File: config.mk
export PLATFORM = sky130hd
export DESIGN_NAME = fspa_div
export DESIGN_NICKNAME = d
export VERILOG_FILES = /design/src/design/fspa_pkg.sv /design/src/design/fspa_div.sv
export SDC_FILE = /design/constraint.sdc
export NUM_CORES = 1
export LEC_CHECK = 0
export BUFFER_PORTS_ARGS = -buffer_cell sky130_fd_sc_hd__buf_2
export CAP_MARGIN = 20
export CORE_MARGIN = 2
export CORE_UTILIZATION = 30
export DETAILED_ROUTE_END_ITERATION = 16
export SYNTH_ARGS = -nofsm -noshare
export SYNTH_HDL_FRONTEND = slang
export SYNTH_SLANG_ARGS = --single-unit
File: constraint.sdc
create_clock -name clk -period 2.8 [get_ports clk]
set_input_delay 0.56 -clock clk [delete_from_list [all_inputs] [get_ports clk]]
set_output_delay 0.56 -clock clk [all_outputs]
set_load 0.02 [all_outputs]
File: src/design/fspa_pkg.sv
// Shared types and constants for the fixed slot pool allocator.
// No dependencies; every other file of the block imports this package.
package fspa_pkg;

  // Pool geometry
  localparam int MAX_SLOTS     = 1024;
  localparam int IDX_W         = $clog2(MAX_SLOTS);
  localparam int CNT_W         = IDX_W + 1;
  localparam int ADDR_W        = 32;
  localparam int POINTER_BYTES = 8;
  localparam int DEFAULT_ALIGN = 16;

  // Field and register widths
  localparam int REQ_W        = 16;
  localparam int SLOT_BYTES_W = 16;
  localparam int ALIGN_W      = 13;
  localparam int CAP_W        = 11;
  localparam int CFG_IDX_W    = 3;

  // Stride is at most slot bytes + alignment - 1, which fits 17 bits
  localparam int STRIDE_W = SLOT_BYTES_W + 1;
  localparam int EXT_W    = STRIDE_W + CNT_W;
  localparam int PROD_W   = STRIDE_W + IDX_W;
  localparam int STEP_W   = $clog2(ADDR_W) + 1;

  localparam logic [CNT_W-1:0]  HEAD_NONE        = CNT_W'(MAX_SLOTS);
  localparam logic [CNT_W-1:0]  TOTAL_MAX        = {CNT_W{1'b1}};
  localparam logic [STEP_W-1:0] DIV_STRIDE_STEPS = STEP_W'(STRIDE_W);
  localparam logic [STEP_W-1:0] DIV_OFFSET_STEPS = STEP_W'(ADDR_W);

  // Request actions
  localparam logic ACT_ALLOC = 1'b0;
  localparam logic ACT_FREE  = 1'b1;

  // Configuration register indexes
  localparam logic [CFG_IDX_W-1:0] CFG_SLOT_BYTES = 3'd0;
  localparam logic [CFG_IDX_W-1:0] CFG_ALIGNMENT  = 3'd1;
  localparam logic [CFG_IDX_W-1:0] CFG_CAPACITY   = 3'd2;
  localparam logic [CFG_IDX_W-1:0] CFG_POOL_BASE  = 3'd3;
  localparam logic [CFG_IDX_W-1:0] CFG_FAIL_MODE  = 3'd4;

  typedef enum logic [2:0] {
    ST_OK           = 3'd0,
    ST_TOO_LARGE    = 3'd1,
    ST_BAD_CONFIG   = 3'd2,
    ST_EXHAUSTED    = 3'd3,
    ST_INVALID_FREE = 3'd4
  } status_t;

  // Commands from the sequencer to the free list
  typedef struct packed {
    logic             start;
    logic             pop_head;
    logic             pop_untouched;
    logic             push;
    logic [IDX_W-1:0] push_idx;
  } fl_cmd_t;

  // Free list state seen by the sequencer
  typedef struct packed {
    logic             started;
    logic             head_valid;
    logic [IDX_W-1:0] head_idx;
    logic [CNT_W-1:0] untouched;
    logic [CNT_W-1:0] total;
  } fl_stat_t;

  // Divider control and status
  typedef struct packed {
    logic              start;
    logic [STEP_W-1:0] steps;
  } div_ctl_t;

  typedef struct packed {
    logic busy;
    logic done;
  } div_stat_t;

endpackage

File: src/design/fspa_div.sv
// Restoring divider, one quotient bit per cycle, shared by stride and offset math.
// Depends on fspa_pkg. Dividend is left aligned; steps gives its width.
module fspa_div import fspa_pkg::*; (
  input  logic                clk,
  input  logic                rst_n,
  input  div_ctl_t            ctl,
  input  logic [ADDR_W-1:0]   dividend,
  input  logic [STRIDE_W-1:0] divisor,
  output div_stat_t           stat,
  output logic [ADDR_W-1:0]   quotient,
  output logic [STRIDE_W-1:0] remainder
);

  logic [ADDR_W-1:0]   dvd_r;
  logic [ADDR_W-1:0]   quo_r;
  logic [STRIDE_W-1:0] rem_r;
  logic [STRIDE_W-1:0] dsr_r;
  logic [STEP_W-1:0]   cnt_r;
  logic                busy_r;
  logic                done_r;

  logic [STRIDE_W:0] shifted;
  logic [STRIDE_W:0] trial;
  logic              fits;

  // One trial subtraction per cycle
  assign shifted = {rem_r, dvd_r[ADDR_W-1]};
  assign trial   = shifted - {1'b0, dsr_r};
  assign fits    = (shifted >= {1'b0, dsr_r});

  // Control
  always_ff @(posedge clk) begin
    if (!rst_n) begin
      busy_r <= 1'b0;
      done_r <= 1'b0;
      cnt_r  <= '0;
    end else begin
      // done pulses for one cycle after the last step
      done_r <= busy_r && !ctl.start && (cnt_r == STEP_W'(1));
      if (ctl.start) begin
        busy_r <= 1'b1;
        cnt_r  <= ctl.steps;
      end else if (busy_r) begin
        cnt_r <= cnt_r - 1'b1;
        if (cnt_r == STEP_W'(1)) begin
          busy_r <= 1'b0;
        end
      end
    end
  end

  // Datapath
  always_ff @(posedge clk) begin
    if (ctl.start) begin
      dvd_r <= dividend;
      dsr_r <= divisor;
      rem_r <= '0;
      quo_r <= '0;
    end else if (busy_r) begin
      dvd_r <= {dvd_r[ADDR_W-2:0], 1'b0};
      quo_r <= {quo_r[ADDR_W-2:0], fits};
      rem_r <= fits ? trial[STRIDE_W-1:0] : shifted[STRIDE_W-1:0];
    end
  end

  assign stat.busy = busy_r;
  assign stat.done = done_r;
  assign quotient  = quo_r;
  assign remainder = rem_r;

endmodule

Word-level counts from Yosys, hierarchy flattened

Cells that the tools add are included.

Add/subtract/negate cells: 2
Magnitude comparators: 1
Eq/ne operators: 1
Muxes and demuxes: 8
Reductions and logical operators: 4

Operator list:

| cell                                             | count |
|---|---|
| two-way mux 32 bit                               | 2 |
| greater-or-equal comparator 18 x 17 -> 1 bit     | 1 |
| two-way mux 17 bit                               | 1 |
| subtractor 17 bit                                | 1 |
| two-way mux 6 bit                                | 2 |
| == test 6 x 1 -> 1 bit, second input constant    | 1 |
| subtractor 6 x 1 -> 6 bit, second input constant | 1 |
| two-way mux 1 bit                                | 3 |
| logical AND 1 bit                                | 2 |
| nonzero test 2 bit                               | 1 |
| zero test 1 bit                                  | 1 |

Register bits: 106
Input bits: 58
Output and inout port bits: 51

Depth between registers and ports, before layout

Word-level depth: 4
Depth in mapped cells: 12

Worst setup path before layout

No wires, ideal clock.

Path type: reg2reg
From: register dvd_r[31]
To: register rem_r[0], in the netlist remainder[0]
Arrival time: 2444 ps
Required time: 2714 ps
Path slack: 270 ps
Stages on the path, launching flop included: 11
Cells stage by stage: edfxtp_1 > inv_1 > ha_1 > inv_1 > fa_1 > a21o_1 > a221oi_4 > o311ai_4 > o21ai_2 > mux2_2 > a211oi_1

Longest elaborated chain between the ends: 2

Ends and longest elaborated chain:

| item                                                                                     | RTL line                       | RTL |
|---|---|---|
| start: declaration                                                                       | fspa_div.sv:14                 | `logic [ADDR_W-1:0] dvd_r;` |
| start signal: assignment                                                                 | fspa_div.sv:55                 | `dvd_r <= dividend;` |
| start signal: assignment                                                                 | fspa_div.sv:60                 | `dvd_r <= {dvd_r[ADDR_W-2:0], 1'b0};` |
| subtractor 17 bit / greater-or-equal comparator 18 x 17 -> 1 bit (equally long branches) | fspa_div.sv:28, fspa_div.sv:29 |  |
| two-way mux 17 bit (*)                                                                   | fspa_div.sv:62                 | `rem_r <= fits ? trial[STRIDE_W-1:0] : shifted[STRIDE_W-1:0];` |
| end signal: assignment                                                                   | fspa_div.sv:62                 |  |
| end: declaration                                                                         | fspa_div.sv:16                 | `logic [STRIDE_W-1:0] rem_r;` |

Every way passes the cells marked *; elsewhere a longest branch is shown, timed or not.
A chain may end at the register's enable or synchronous reset.

Worst setup path in the final report

Same ends and word-level chain as after synthesis.

==> qor.yml <==
timing:
  hold_violations: 0
  fmax_mhz: 382
  rsz0062_at_grt: "false"
  tightest_slew_ps: 775
  finClkSkew_ps: 14.7
  finalCritPeriodShare_pct: 93.4
  maxSlewHeadroom_pct: 48.3
  finalMaxSlewViolations: 0
  fin_crit_ps: 2620
  setup-violations-final: 0
  setup-tns-final_ps: 0
  fin_ws_ps: 184
layout:
  final-instance-count-excl-fill: 790
  final_cell_mix: "buf_2, dfxtp_1, nor2_1"
  synthToLayoutAreaGrowth_pct: 22.1
  num_antenna_cells: 0
  layout.nets: 643
  finish.utilization_pct: 37.6
  final_common_cell: "buf_2"
  drive_above_1_share_pct: 32.3
clocking:
  numCtsBuffers: 9
  clk_path_buf_depth: 2
  cts.clk_slew.worst_paths_ps: 80
  cts_max_level: 3
  cts.sinks: 106
  clk_latency_ps: 350
  root_buffer: "clkbuf_16"
  cts_tree: "done"
floorplan:
  core-area_um2: 16600
  io-pin-count: 109
  start_util_pct: 30.8
  fp-row-count: 47
  die_w_um: 135
  die_area_um2: 18200
  die_y_um: 135
global_routing:
  grt_pass1_wl_mm: 17.8
  grt_max_degree: 57
  grt_antenna_before_repair: 1
  grt_pass1_vias: 3598
  grt-ovfl-total: 0
  track_usage_pct: 12.4
drt:
  drt_iter0_drc: 142
  maxUsedRoutingLayer: "met5"
  met1Wirelength_mm: 5.24
  antenna_left: 0
  vias: 3767
  dr_wl_met3_um: 545
  via_per_inst: 4.77
  drc: 0
  dr_wl_met2_mm: 5.31
  routedWlPerCell_um: 14.3
  routed_wl_mm: 11.3
  dr.pass1.iters: 4
critical_path:
  critical_path.startpoint_type: "flip-flop"
  crit_arrival_ps: 2890
  end_kind: "flip-flop"
  cp_max_fo: 6
  cp.required_ps: 3070
  critPathKind: "reg2reg"
power_and_ir_drop:
  switching_power_w: 0.00102
  power.internal_w: 0.00281
  p_sw_share_pct: 26.6
  peakVddDrop_mv: 0.306
  power.leakage_nw: 2.76
  p_per_area_nw_per_um2: 612
  p_clk_share_pct: 36.2
  comb_power_share_pct: 17.1
  p_seq_share_pct: 46.7
placement:
  dp_hpwl_mm: 8.00
  post-place-ws_ps: 168
  placedCellCount: 772
  port_buffers: 108
  place_congestion: 0.841
synth:
  synth_area_leaders: "edfxtp_1, dfxtp_1, mux2_2, mux2i_1, ha_1"
  yosys.area.top_type_share_pct: 28.7
  synth_cell_types: 52
  netlist_area_um2: 5130
  synth-edff-count: 49
  synth_area_leader_cell: "edfxtp_1"
  syn_nets: 538
  syn_avg_cell_area_um2: 11.2
  synth_flop_cell: "dfxtp_1"
  synth-seq-cells: 106
  syn_inst: 460
  ys_seq_area_share_pct: 50.9
  synthArstFlopShare_pct: 0
  yosys_warnings: 0
run:
  cap_violations: 0
run_status:
  status: "finished clean"
hold_path:
  hold_class: "in2reg"
[metal layers]
metal / up-vias / global-route usage, %
li1: 1859 / -
met1: 1809 / 15.5
met2: 79 / 20.3
met3: 18 / 3.90
met4: 2 / 4.09
met5: - / 0
[path summary, 6_finish.rpt]
check	cells past startpoint	start	endpoint	slack [ps]
max	10	dvd_r[31]	remainder[0]	180
min	1	divisor[4]	dsr_r[4]	370
max reg2reg	10	dvd_r[31]	remainder[0]	180
min reg2reg	2	quotient[0]	quotient[0]	510
[per-stage QoR]
step / instance area (um^2) / hold WS, ps / power (W)
floorplan: 5130 / 525 / 0.00229
global placement: 5910 / 481 / 0.00246
detailed placement: 5910 / 493 / 0.00248
CTS: 6240 / 354 / 0.00390
global route: 6260 / 357 / 0.00403
finish: 6260 / 374 / 0.00384
[flip-flops by register name (all words and copies together) (netlist names)]
name and count:
dvd_r 32, quotient 32, dsr_r 17, remainder 17
cnt_r 6, busy_r 1, done_r 1
[power groups by stage]
| stage | combinational (W) | clock (W) | sequential [W] |
|---|---|---|---|
| finish | 0.000656 | 0.00139 | 0.00179 |
| floorplan | 0.000464 | 0 | 0.00183 |
| global placement | 0.000634 | 0 | 0.00182 |
| CTS | 0.000653 | 0.00145 | 0.00179 |
| global route | 0.000726 | 0.00150 | 0.00181 |
| detailed placement | 0.000647 | 0 | 0.00183 |
[cells by family (layout without fill, tap and decap cells)]
| group | count (synthesis) | after routing | share of synthesized area (%) |
|---|---|---|---|
| compound gates | 76 | 76 | 12.2 |
| fa+ha+maj | 20 | 20 | 5.02 |
| flops | 106 | 106 | 50.9 |
| buf+inv | 50 | 160 | 4.24 |
| mux | 67 | 67 | 13.9 |
| xor+xnor | 16 | 16 | 2.73 |
| simple gates | 125 | 125 | 11.0 |
[cell usage after synthesis (all sizes together) (2+ instances only)]
cell / number
a41o: 2
a21oi: 14
a211o: 2
a311oi: 10
nor3: 6
inv: 25
xnor2: 10
nand3: 6
mux2i: 35
clkbuf: 9
nand4: 3
and3: 5
o21ai: 13
mux2: 32
buf: 16
nor2b: 5
a211oi: 7
xor2: 6
a221oi: 2
or2: 2
edfxtp: 49
o21a: 4
a21o: 8
nand2b: 2
nor3b: 4
nor2: 55
ha: 19
nand2: 29
dfxtp: 57
a31o: 3
and2: 5
o211a: 2
[worst max-delay path, cell delays in order, from the launching register on]
cell	delay, ps
edfxtp_1	380
inv_1	80
ha_1	180
inv_1	60
fa_2	350
a21o_1	230
a221oi_4	310
o311ai_4	170
o21ai_2	230
mux2_2	360
a211oi_1	210
[final cells by class]
class	instances	area (um^2)
Tap cell	220	275
Sequential cell	106	2620
Fill cell	1660	10400
Clock inverter	5	65.1
Timing Repair Buffer	119	642
Multi-Input combinational cell	304	2310
Inverter	25	93.8
Clock buffer	11	264
[what timing repair did]
action                                  CTS  global route
hold buffers                              0             0
endpoints found under the setup margin    0             7
resized for setup                         0             3
setup buffers                             0             2
Note: power is estimated with default switching activity, not from simulation.
